## src/hdl/eipm_pkg.sv

```systemverilog
// Shared types and constants of the event interval performance monitor.
// Holds request codes, status codes and fixed field widths.
// No dependencies.
package eipm_pkg;

    // Fixed field widths.
    localparam int REQ_W  = 2;
    localparam int EV_W   = 3;
    localparam int STAT_W = 2;
    localparam int CNT_W  = 32;
    localparam int TOT_W  = 64;
    localparam int MASK_W = 8;

    // Width of the shared arithmetic unit operands.
    localparam int ALU_W  = 64;

    typedef logic [REQ_W-1:0]  req_t;
    typedef logic [STAT_W-1:0] status_t;

    // Request codes.
    localparam req_t REQ_RECORD = 2'd0;
    localparam req_t REQ_READ   = 2'd1;
    localparam req_t REQ_CLEAR  = 2'd2;

    // Status codes.
    localparam status_t ST_OK      = 2'd0;
    localparam status_t ST_DISCARD = 2'd1;
    localparam status_t ST_RANGE   = 2'd2;

endpackage

```

## src/hdl/event_interval_perf_monitor_unit.sv

```systemverilog
// Top level of the event interval performance monitor.
// Depends on eipm_pkg for request and status codes and field widths.
//
// Per-event counters with interval statistics. A record word raises the
// count of its event and credits the time since the stored stamp to the event
// recorded before it (total, minimum, maximum) when that event is timed; a zero
// interval discards the record. A read word returns one event's statistics, and
// a clear word wipes all statistics on acceptance. The block takes one word at
// a time. A record word with a timed previous event steps through fetch, total,
// minimum, maximum, count and done, a zero-interval discard and a read through
// fetch, total and done, an untimed record through fetch, total, count and done,
// and clear, unknown requests and out-of-range indexes go straight to done. The
// next word is taken in the cycle after the result is loaded. A stalled result
// channel holds the sequencer in its last step until the output register frees
// up. These steps are set by the single shared 64-bit add/subtract unit, which
// in turn forms the interval, the saturating total, the minimum and maximum
// compares and the count increment, and by the registered read of the statistics
// memories. A finished result waits in the output register while the next word
// is accepted and worked on. After reset the tables read as cleared at once.
module event_interval_perf_monitor_unit
    import eipm_pkg::*;
#(
    parameter int NUM_EVENTS = 8,
    parameter int TIME_WIDTH = 48
)
(
    input  logic                  clk,
    input  logic                  rst_n,
    // Configuration
    input  logic                  timed_mask_we,
    input  logic [MASK_W-1:0]     timed_mask_wdata,
    // Request channel
    input  logic                  in_valid,
    output logic                  in_ready,
    input  logic [REQ_W-1:0]      req_type,
    input  logic [EV_W-1:0]       event_index,
    input  logic [TIME_WIDTH-1:0] timestamp,
    // Result channel
    output logic                  out_valid,
    input  logic                  out_ready,
    output logic [STAT_W-1:0]     status,
    output logic [CNT_W-1:0]      event_count,
    output logic [TOT_W-1:0]      total_time,
    output logic [TIME_WIDTH-1:0] min_time,
    output logic [TIME_WIDTH-1:0] max_time
);

    localparam int IDX_W = (NUM_EVENTS > 1) ? $clog2(NUM_EVENTS) : 1;
    localparam int ST_W  = 3;

    // Sequencer states.
    localparam logic [ST_W-1:0] S_IDLE  = 3'd0;
    localparam logic [ST_W-1:0] S_FETCH = 3'd1;
    localparam logic [ST_W-1:0] S_TOTAL = 3'd2;
    localparam logic [ST_W-1:0] S_MIN   = 3'd3;
    localparam logic [ST_W-1:0] S_MAX   = 3'd4;
    localparam logic [ST_W-1:0] S_COUNT = 3'd5;
    localparam logic [ST_W-1:0] S_DONE  = 3'd6;

    localparam int SM_W = TOT_W + 2 * TIME_WIDTH;

    // Convert an event number to a table address.
    function automatic logic [IDX_W-1:0] ev_to_idx(input logic [EV_W-1:0] ev);
        logic [IDX_W+EV_W-1:0] wide;
        wide = {{IDX_W{1'b0}}, ev};
        return wide[IDX_W-1:0];
    endfunction

    // True when the event number names an existing event.
    function automatic logic ev_in_range(input logic [EV_W-1:0] ev);
        return 32'(ev) < 32'(NUM_EVENTS);
    endfunction

    logic [ST_W-1:0]       state_reg, state_next;
    logic [MASK_W-1:0]     timed_mask_reg;

    // Captured request word.
    req_t                  req_reg;
    logic [EV_W-1:0]       ev_reg;
    logic [TIME_WIDTH-1:0] now_reg;

    // Last-event record.
    logic                  last_valid_reg;
    logic [EV_W-1:0]       last_num_reg;
    logic [TIME_WIDTH-1:0] last_stamp_reg;

    // Working registers of the sequencer.
    logic [TIME_WIDTH-1:0] interval_reg;
    logic [TOT_W-1:0]      tot_new_reg;
    logic [TIME_WIDTH-1:0] min_new_reg;

    // Pending result.
    status_t               res_status_reg;
    logic [CNT_W-1:0]      res_count_reg;
    logic [TOT_W-1:0]      res_total_reg;
    logic [TIME_WIDTH-1:0] res_min_reg;
    logic [TIME_WIDTH-1:0] res_max_reg;

    // Output register.
    logic                  out_valid_reg;
    status_t               status_reg;
    logic [CNT_W-1:0]      count_out_reg;
    logic [TOT_W-1:0]      total_out_reg;
    logic [TIME_WIDTH-1:0] min_out_reg;
    logic [TIME_WIDTH-1:0] max_out_reg;

    // Statistic memories with per-entry valid bits.
    logic [CNT_W-1:0]      count_mem [NUM_EVENTS];
    logic [SM_W-1:0]       stat_mem  [NUM_EVENTS];
    logic [NUM_EVENTS-1:0] cnt_vld_reg;
    logic [NUM_EVENTS-1:0] stat_vld_reg;
    logic [CNT_W-1:0]      cnt_rd_reg;
    logic [SM_W-1:0]       stat_rd_reg;
    logic                  cnt_rd_vld_reg;
    logic                  stat_rd_vld_reg;

    logic                  accept;
    logic                  out_load;
    logic                  timed_prev;
    logic [IDX_W-1:0]      ev_idx;
    logic [IDX_W-1:0]      prev_idx;
    logic [IDX_W-1:0]      stat_raddr;
    logic [CNT_W-1:0]      cnt_eff;
    logic [TOT_W-1:0]      tot_eff;
    logic [TIME_WIDTH-1:0] min_eff;
    logic [TIME_WIDTH-1:0] max_eff;
    logic                  stat_we;
    logic                  cnt_we;

    // Shared add/subtract unit.
    logic [ALU_W-1:0]      alu_a;
    logic [ALU_W-1:0]      alu_b;
    logic                  alu_sub;
    logic [ALU_W:0]        alu_sum;

    assign accept   = in_valid && in_ready;
    assign in_ready = (state_reg == S_IDLE);
    assign out_load = (state_reg == S_DONE) && (!out_valid_reg || out_ready);

    assign ev_idx     = ev_to_idx(ev_reg);
    assign prev_idx   = ev_to_idx(last_num_reg);
    assign timed_prev = last_valid_reg && ev_in_range(last_num_reg)
                        && timed_mask_reg[last_num_reg];
    assign stat_raddr = (req_reg == REQ_RECORD) ? prev_idx : ev_idx;

    // Entries never written since the last clear read as their reset values.
    assign cnt_eff = cnt_rd_vld_reg ? cnt_rd_reg : '0;
    assign tot_eff = stat_rd_vld_reg ? stat_rd_reg[SM_W-1 -: TOT_W] : '0;
    assign min_eff = stat_rd_vld_reg ? stat_rd_reg[2*TIME_WIDTH-1 -: TIME_WIDTH]
                                     : '1;
    assign max_eff = stat_rd_vld_reg ? stat_rd_reg[TIME_WIDTH-1:0] : '0;

    // Operand selection for the shared unit, one use per sequencer step.
    always_comb
    begin
        alu_a   = '0;
        alu_b   = '0;
        alu_sub = 1'b0;
        unique case (state_reg)
            S_FETCH:
            begin
                alu_a   = ALU_W'(now_reg);
                alu_b   = ALU_W'(last_stamp_reg);
                alu_sub = 1'b1;
            end
            S_TOTAL:
            begin
                alu_a   = ALU_W'(tot_eff);
                alu_b   = ALU_W'(interval_reg);
            end
            S_MIN:
            begin
                alu_a   = ALU_W'(interval_reg);
                alu_b   = ALU_W'(min_eff);
                alu_sub = 1'b1;
            end
            S_MAX:
            begin
                alu_a   = ALU_W'(max_eff);
                alu_b   = ALU_W'(interval_reg);
                alu_sub = 1'b1;
            end
            S_COUNT:
            begin
                alu_a   = ALU_W'(cnt_eff);
                alu_b   = ALU_W'(1);
            end
            default:
            begin
                alu_a   = '0;
                alu_b   = '0;
                alu_sub = 1'b0;
            end
        endcase
    end

    assign alu_sum = {1'b0, alu_a} + {1'b0, alu_b ^ {ALU_W{alu_sub}}}
                     + {{ALU_W{1'b0}}, alu_sub};

    // Table writes happen at the end of the prior-event update and the count step.
    assign stat_we = (state_reg == S_MAX);
    assign cnt_we  = (state_reg == S_COUNT);

    // Next-state logic of the sequencer.
    always_comb
    begin
        state_next = state_reg;
        unique case (state_reg)
            S_IDLE:
            begin
                if (accept)
                begin
                    if ((req_type == REQ_RECORD || req_type == REQ_READ)
                        && ev_in_range(event_index))
                    begin
                        state_next = S_FETCH;
                    end
                    else
                    begin
                        state_next = S_DONE;
                    end
                end
            end
            S_FETCH:
            begin
                state_next = S_TOTAL;
            end
            S_TOTAL:
            begin
                priority if (req_reg != REQ_RECORD)
                    state_next = S_DONE;
                else if (!timed_prev)
                    state_next = S_COUNT;
                else if (interval_reg == '0)
                    state_next = S_DONE;
                else
                    state_next = S_MIN;
            end
            S_MIN:
            begin
                state_next = S_MAX;
            end
            S_MAX:
            begin
                state_next = S_COUNT;
            end
            S_COUNT:
            begin
                state_next = S_DONE;
            end
            S_DONE:
            begin
                if (out_load)
                    state_next = S_IDLE;
            end
            default:
            begin
                state_next = S_IDLE;
            end
        endcase
    end

    // Control state, last-event record, valid bits and output handshake.
    always_ff @(posedge clk or negedge rst_n)
    begin
        if (!rst_n)
        begin
            state_reg      <= S_IDLE;
            timed_mask_reg <= '1;
            last_valid_reg <= 1'b0;
            last_num_reg   <= '0;
            last_stamp_reg <= '0;
            cnt_vld_reg    <= '0;
            stat_vld_reg   <= '0;
            out_valid_reg  <= 1'b0;
        end
        else
        begin
            state_reg <= state_next;
            if (timed_mask_we)
                timed_mask_reg <= timed_mask_wdata;

            // A clear forgets the last event and empties every table entry.
            if (accept && req_type == REQ_CLEAR)
            begin
                last_valid_reg <= 1'b0;
                last_num_reg   <= '0;
                cnt_vld_reg    <= '0;
                stat_vld_reg   <= '0;
            end

            if (stat_we)
                stat_vld_reg[prev_idx] <= 1'b1;

            if (cnt_we)
            begin
                cnt_vld_reg[ev_idx] <= 1'b1;
                last_valid_reg      <= 1'b1;
                last_num_reg        <= ev_reg;
                if (timed_mask_reg[ev_reg])
                    last_stamp_reg <= now_reg;
            end

            if (out_load)
                out_valid_reg <= 1'b1;
            else if (out_ready)
                out_valid_reg <= 1'b0;
        end
    end

    // Memories: registered reads every cycle, writes from the sequencer.
    always_ff @(posedge clk)
    begin
        cnt_rd_reg  <= count_mem[ev_idx];
        stat_rd_reg <= stat_mem[stat_raddr];
        if (cnt_we)
            count_mem[ev_idx] <= (&cnt_eff) ? cnt_eff : alu_sum[CNT_W-1:0];
        if (stat_we)
            stat_mem[prev_idx] <= {tot_new_reg, min_new_reg,
                                   alu_sum[ALU_W] ? max_eff : interval_reg};
    end

    // Valid bits sampled along with the memory read data.
    always_ff @(posedge clk or negedge rst_n)
    begin
        if (!rst_n)
        begin
            cnt_rd_vld_reg  <= 1'b0;
            stat_rd_vld_reg <= 1'b0;
        end
        else
        begin
            cnt_rd_vld_reg  <= cnt_vld_reg[ev_idx];
            stat_rd_vld_reg <= stat_vld_reg[stat_raddr];
        end
    end

    // Datapath registers: captured word, working values, pending result, output.
    always_ff @(posedge clk)
    begin
        if (accept)
        begin
            req_reg        <= req_type;
            ev_reg         <= event_index;
            now_reg        <= timestamp;
            res_status_reg <= ((req_type == REQ_RECORD || req_type == REQ_READ)
                               && !ev_in_range(event_index)) ? ST_RANGE : ST_OK;
            res_count_reg  <= '0;
            res_total_reg  <= '0;
            res_min_reg    <= '0;
            res_max_reg    <= '0;
        end

        unique case (state_reg)
            S_FETCH:
            begin
                interval_reg <= alu_sum[TIME_WIDTH-1:0];
            end
            S_TOTAL:
            begin
                // A carry out of the total saturates it.
                tot_new_reg <= alu_sum[ALU_W] ? '1 : alu_sum[TOT_W-1:0];
                if (req_reg != REQ_RECORD)
                begin
                    res_count_reg <= cnt_eff;
                    res_total_reg <= tot_eff;
                    res_min_reg   <= min_eff;
                    res_max_reg   <= max_eff;
                end
                else if (timed_prev && interval_reg == '0)
                begin
                    res_status_reg <= ST_DISCARD;
                end
            end
            S_MIN:
            begin
                // A borrow means the interval is below the stored minimum.
                min_new_reg <= alu_sum[ALU_W] ? min_eff : interval_reg;
            end
            default:
            begin
            end
        endcase

        if (out_load)
        begin
            status_reg    <= res_status_reg;
            count_out_reg <= res_count_reg;
            total_out_reg <= res_total_reg;
            min_out_reg   <= res_min_reg;
            max_out_reg   <= res_max_reg;
        end
    end

    assign out_valid   = out_valid_reg;
    assign status      = status_reg;
    assign event_count = count_out_reg;
    assign total_time  = total_out_reg;
    assign min_time    = min_out_reg;
    assign max_time    = max_out_reg;

`ifndef SYNTHESIS
    // One word at a time: no new word is taken right after an acceptance.
    assert property (@(posedge clk) disable iff (!rst_n)
        accept |=> !in_ready)
        else $error("word accepted while the previous one is in work");

    // Interval statistics are only written for a known timed previous event.
    assert property (@(posedge clk) disable iff (!rst_n)
        stat_we |-> (timed_prev && interval_reg != '0))
        else $error("statistics written without a timed previous event");

    // The last-event record always names an existing event.
    assert property (@(posedge clk) disable iff (!rst_n)
        last_valid_reg |-> ev_in_range(last_num_reg))
        else $error("last event number out of range");

    // Results other than ok carry no statistics.
    assert property (@(posedge clk) disable iff (!rst_n)
        (out_valid_reg && status_reg != ST_OK) |->
            (count_out_reg == '0 && total_out_reg == '0 && max_out_reg == '0))
        else $error("error result carries statistics");
`endif

endmodule
```

## config.mk

```make
export PLATFORM = sky130hd
export DESIGN_NAME = event_interval_perf_monitor_unit
export DESIGN_NICKNAME = d
export VERILOG_FILES = /design/src/hdl/eipm_pkg.sv /design/src/hdl/event_interval_perf_monitor_unit.sv
export SDC_FILE = /design/constraint.sdc
export NUM_CORES = 2
export LEC_CHECK = 0
export BUFFER_PORTS_ARGS = -buffer_cell sky130_fd_sc_hd__clkbuf_2
export CORE_MARGIN = 4
export CORE_UTILIZATION = 55
export DETAILED_ROUTE_END_ITERATION = 10
export GPL_TIMING_DRIVEN = 0
export PLACE_DENSITY = 0.73
export SLEW_MARGIN = 20
export SYNTH_ARGS = -nofsm -noshare
export SYNTH_HDL_FRONTEND = slang
export SYNTH_SLANG_ARGS = --single-unit
```

## constraint.sdc

```tcl
create_clock -name clk -period 19.8 [get_ports clk]
set_input_delay 3.96 -clock clk [delete_from_list [all_inputs] [get_ports clk]]
set_output_delay 3.96 -clock clk [all_outputs]
set_load 0.005 [all_outputs]
```

# Word-level counts from Yosys, hierarchy flattened
# Memories as Yosys holds them, arrays and structs flattened. A register that Yosys moved wholly into a read port is not among the register bits.
# Cells that the tools add are included.
word_totals:
  ff_bits: 683
  mem_bits_rw: 1536
  output_inout_bits: 196
  wordCells: 130
  n_memories: 2
memory_table:
  columns: ["memory", "words", "width", "rd", "rd_ports_with_merged_regs", "wr", "line_no", "rtl"]
  rows:
  - ["stat_mem", 8, 160, 1, 1, 1, "event_interval_perf_monitor_unit.sv:109", "logic [SM_W-1:0] stat_mem [NUM_EVENTS];"]
  - ["count_mem", 8, 32, 1, 1, 1, "event_interval_perf_monitor_unit.sv:108", "logic [CNT_W-1:0] count_mem [NUM_EVENTS];"]
op_classes:
  add_sub_neg: 2
  order_cmp: 5
  n_eq_ne: 10
  mux: 60
  n_bitwise: 3
  reduce_logical: 22
ops:
  columns: ["cell", "count"]
  rows:
  - ["$mux W48", 10]
  - ["$pmux W64 S5", 1]
  - ["$mux W64", 4]
  - ["$pmux W48 S4", 1]
  - ["$mux W32", 5]
  - ["$add A64 B64 Y65", 1]
  - ["$add A65 B1 Y65", 1]
  - ["$xor A64 B64 Y64", 1]
  - ["$logic_not A48 Y1", 1]
  - ["$mux W8", 4]
  - ["$reduce_and A32 Y1", 1]
  - ["$mux W3", 9]
  - ["$pmux W3 S7", 1]
  - ["$or A8 B8 Y8", 2]
  - ["$mux W1", 15]
  - ["$bmux W1 S3", 4]
  - ["$lt A3 B4 Y1 const B", 3]
  - ["$eq A3 B3 Y1 const B", 3]
  - ["$mux W2", 4]
  - ["$logic_and A1 B1 Y1", 7]
  - ["$demux W1 S3", 2]
  - ["$eq A3 B2 Y1 const B", 2]
  - ["$ge A3 B1 Y1 const B", 2]
  - ["$reduce_bool A2 Y1", 3]
  - ["other kinds (12)", 15]

# Depth between registers and ports, before layout
logic_depth:
  ltp_word: 7
  ltp_mapped: 23
  ltp_nobuf: 16

# Worst setup path before layout
# No wires, ideal clock.
synth_path:
  path_kind: "register to register"
  start: "register state_reg[1]"
  end: "memory stat_mem[1][0] in the netlist's numbering (enable)"
  t_arrival_ns: 17.443
  required_ns: 18.668
  setup_slack_ns: 1.225
  stages_incl_launch_ff: 5
  n_path_buf: 2
  period_less_slack_ns: 18.575
  path_cell_list: "dfrtp_1 -> clkbuf_1 -> or3b_1 -> clkbuf_1 -> nor4b_1"
synth_via:
  elab_chain_cells: 3
synth_lines:
  columns: ["element", "line_no", "rtl"]
  rows:
  - ["start: declaration", "event_interval_perf_monitor_unit.sv:74", "logic [ST_W-1:0] state_reg, state_next;"]
  - ["start signal: assignment", "event_interval_perf_monitor_unit.sv:279", "state_reg <= state_next;"]
  - ["$eq A3 B3 Y1", "event_interval_perf_monitor_unit.sv:201", "assign stat_we = (state_reg == S_MAX);"]
  - ["$mux W1", "event_interval_perf_monitor_unit.sv:318", "if (stat_we)"]
  - ["$mux W1", "event_interval_perf_monitor_unit.sv:320", "alu_sum[ALU_W] ? max_eff : interval_reg};"]
  - ["end: declaration", "event_interval_perf_monitor_unit.sv:109", null]
# Every way passes these cells.

# Worst setup path after layout
layout_path:
  start: "register stat_rd_vld_reg"
  end: "memory stat_mem[4][43] in the netlist's numbering (data pin)"
layout_via:
  elab_chain_cells: 6
  elab_cells_between_ends: 9
layout_lines:
  columns: ["element", "line_no", "rtl"]
  rows:
  - ["start: declaration", "event_interval_perf_monitor_unit.sv:115", "logic stat_rd_vld_reg;"]
  - ["start signal: assignment", "event_interval_perf_monitor_unit.sv:334", "stat_rd_vld_reg <= stat_vld_reg[stat_raddr];"]
  - ["$mux W48", "event_interval_perf_monitor_unit.sv:149", "assign min_eff = stat_rd_vld_reg ? stat_rd_reg[2*TIME_WIDTH-1 -: TIME_WIDTH]"]
  - ["$pmux W48 S4", "event_interval_perf_monitor_unit.sv:159", "unique case (state_reg)"]
  - ["$xor A64 B64 Y64", "event_interval_perf_monitor_unit.sv:197", "assign alu_sum = {1'b0, alu_a} + {1'b0, alu_b ^ {ALU_W{alu_sub}}}"]
  - ["$add A64 B64 Y65", "event_interval_perf_monitor_unit.sv:197", null]
  - ["$add A65 B1 Y65", "event_interval_perf_monitor_unit.sv:198", "+ {{ALU_W{1'b0}}, alu_sub};"]
  - ["$mux W48 *", "event_interval_perf_monitor_unit.sv:320", null]
# Every way passes the cells marked *; elsewhere a longest branch is shown, timed or not.

==> summary.txt <==
Yosys
  • Area contributors post-synth: edfxtp_1 63%, mux4_2 9.6%, dfxtp_1 8.4%
  • Commonest cells post-synth: 1943 x edfxtp_1, 392 x mux4_2, 386 x dfxtp_1
  • Largest family of logic cells by synthesized area: multiplexers
  • Synthesized instance count: 5141
  • Yosys cell types: 78
  • YS warnings: 0
  • Post-synthesis adder-cell area fraction: 0.00902
  • Register area share after synthesis: 0.738
  • Dominant synthesized flop cell: edfxtp_1
  • Mapped cell area: 0.0924 mm2
  • Flops & latches, synth: ~2400
  • Synth area leader: edfxtp_1
  • Mux share of post-synthesis cell area: 0.139
  • Post-Synth Simple-Gate Area: 0.0358
  • Count leader, synth: edfxtp_1
  • Compound-Gate Fraction of Synth Area: 0.0561
  • Post-synth EDFFs: 1943
  • Async set-reset flop share out of synthesis: 0.0340
  • Post-Syn Area per Cell: ~18 um2
  • Synth Net Count: around 5300
  • Synth top area share: 0.632
  • Post-synthesis xor/xnor area fraction: 0.00512

Pwr
  • Worst vdd ir: between 0.1 and 0.15 mV
  • Pwr Density: 160 mW/mm2
  • Leak pwr: approximately 0.038 uW

Placed design
  • Placer Congestion: between 0.9 and 1
  • Placed insts: around 8000
  • DP Area: between 0.09 and 0.1 mm2
  • Port buffer count: 260
  • HPWL after DPL: roughly 190000 um

Timing
  • Final setup fails: 0
  • Post-Route Skew: roughly 0.046 ns
  • Final Hold Viols: 0
  • Final worst path period need: about 9.0 ns
  • Slew Limit Fails: 0
  • Unrepaired setup endpoints after global routing: false
  • Setup tns final: 0 ns
  • Hold WS: between 0.4 and 0.5 ns
  • Relative slew slack: 0.148
  • Max Fclk: around 110 MHz
  • Final Cycle Share: 0.454
  • Worst-Margin Slew: roughly 1.3 ns

Floorplan
  • Core region area: approximately 0.17 mm2
  • Initial Util: 0.553
  • I/O Pins: approximately 260
  • Die height: 418 um
  • Die footprint: approximately 0.17 mm2
  • Die Width: ~420 um
  • Std-Cell Rows: 150

GRT
  • First-pass GRT wire length: 376000 um
  • Initial antenna violation count: 4
  • GRT Residual Overflow: 0
  • Largest net degree at the start of global routing: 79
  • Vias in the first global route: roughly 52000
  • Tot GR Track Use: 0.303

Critical path
  • Setup CP Type: reg2reg
  • Slowest cell on crit path: dfrtp_1
  • Crit-path cells: clkbuf_1 > clkbuf_1 > clkbuf_1 > nand2_1 > o22a_1 > a31oi_1 > ha_1 > nand2_1 > nor2_2 > nand4_1 > nor2_1 > a31oi_1 > o31a_1 > o311a_4 > o21ai_4 > buf_6 > buf_6 > mux2i_1
  • Critical path's largest stage delay: ~0.98 ns
  • CP required: between 20 and 25 ns
  • Cell family with most CP delay: buffers and inverters
  • CP max FO: 10
  • Critical path launch point type: flip-flop
  • CP endpoint kind: flip-flop
  • Buf/Inv on CP: 5
  • CP arrival: about 9.6 ns
  • Most frequent CP cell: clkbuf_1

Route
  • WL/cell: around 32 um
  • Iter 0 DRT Violations: approximately 7300
  • Wirelength, routed: 265000 um
  • Antenna viol nets, final: 0
  • DR vias: ~53000
  • 1st-pass router iterations: 6
  • Via/cell ratio: between 6 and 7
  • Drt drc: 0

Clocking
  • Clk_lat worst skew: between 0.8 and 0.9 ns
  • CTS root buf: clkbuf_16
  • CTS sink count: roughly 2400
  • CTS Buf Count: 223
  • Reg clk slew, reported paths: ~0.06 ns
  • Hold buffer count at CTS: 0
  • PostCTS Resize Cnt: 0
  • Post-CTS Setup Bufs: 0
  • CTS max path bufs: 3
  • CTS tree: built
  • H-tree depth: 4

Final layout
  • Number of non-filler instances in the completed layout: approximately 8300
  • Layout cell share with drive strength beyond 1: 0.271
  • Nets@finish: 6038
  • Register area: between 0.06 and 0.07 mm2
  • Fillers: approximately 11000
  • Max reg flops: around 1300
  • Final Cell Area: 0.107 mm2
  • Multi-input gate area: ~0.023 mm2
  • Layout area overhead: 15.9%

Job
  • Maxcap violations: 0

Min path
  • Worst min path class: reg2reg

Run status
  • Outcome: finished, final reports clean
==> metrics by stage <==
| stage | total power [uW] | util | setup slack (ns) |
|---|---|---|---|
| 2_1_floorplan | 10400 | - | 1.22 |
| 3_3_place_gp | 12600 | 0.577 | -18.38 |
| 3_5_place_dp | 12600 | 0.593 | 11.06 |
| 4_1_cts | 17100 | 0.641 | 11.06 |
| 5_1_grt | 17700 | 0.641 | 10.93 |
| 6_report | 17200 | 0.641 | 10.80 |
==> cell type report <==
class	instances	area share
buffer	297	0.0115
inverter	106	0.00374
multi-input combinational	2327	0.213
clock inverter	119	0.0149
antenna	3	0.0000701
timing repair buffer	540	0.0360
sequential	2411	0.636
clock buffer	307	0.0590
tap	2204	0.0258
==> layer usage <==
metal	track usage	routed length, um
met5	0	0
met4	0.167	17200
met3	0.0568	25400
met2	0.472	124000
met1	0.410	98100
==> placed cells by master, fill, tap and decap left out, drive strengths merged, types with 13 or more instances in the layout <==
master,netlist,layout
ha,65,65
a21oi,146,146
mux4,392,392
o21ai,98,98
o22ai,49,49
a22o,127,127
o21bai,15,15
a22oi,13,13
buf,88,357
bufinv,0,31
nor4,21,21
nand4,27,27
mux2,267,267
clkinv,1,64
clkbuf,209,786
nor2,156,156
nor3,27,27
dfxtp,386,386
xor2,25,25
a32o,65,65
nand2b,74,74
inv,105,118
dfrtp,74,74
nand2,349,349
nand3,18,18
mux2i,99,99
a32oi,36,36
edfxtp,1943,1943
a21o,53,53
a221oi,39,39
xnor2,29,29
==> logic make-up after synthesis <==
kind of cell               Yosys count
adders and majority gates           66
DFF                               2411
xor gates and xnor gates            54
and+or+nand+nor                    731
muxes                              758
AOI/OAI and AO/OA                  718
buffers and inverters              403
==> worst reg2reg max path, cell delays in order (launching register included) <==
cell and delay (ns):
dfrtp_1 0.98, clkbuf_1 0.81, clkbuf_1 0.71, clkbuf_1 0.92
nand2_1 0.55, o22a_1 0.45, a31oi_1 0.25, ha_1 0.22
nand2_1 0.20, nor2_2 0.25, nand4_1 0.30, nor2_1 0.18
a31oi_1 0.31, o31a_1 0.50, o311a_4 0.47, o21ai_4 0.50
buf_6 0.30, buf_6 0.20, mux2i_1 0.64
==> report_power, final <==
part	internal, uW	switching, uW	leakage, uW
clock	2650	1900	0.00385
combinational	1660	3040	0.0119
sequential	7040	866	0.0219
total	11400	5800	0.0376
==> final timing paths <==
kind	start	end	slack [ns]	cells past startpoint
worst max-delay path	stat_rd_vld_reg$_DFF_PN0_	stat_mem[4][43]$_DFFE_PP_	10.80	18
worst min-delay path	res_max_reg[46]$_DFF_P_	max_time[46]$_DFFE_PP_	0.43	0
worst max register to register	stat_rd_vld_reg$_DFF_PN0_	stat_mem[4][43]$_DFFE_PP_	10.80	18
worst min register to register	res_max_reg[46]$_DFF_P_	max_time[46]$_DFFE_PP_	0.43	0
max in group asynchronous	rst_n	stat_rd_vld_reg$_DFF_PN0_	16.18	2
min in group asynchronous	rst_n	last_stamp_reg[20]$_DFFE_PN0P_	2.89	1
No activity file was read; power rests on OpenSTA's default activity.
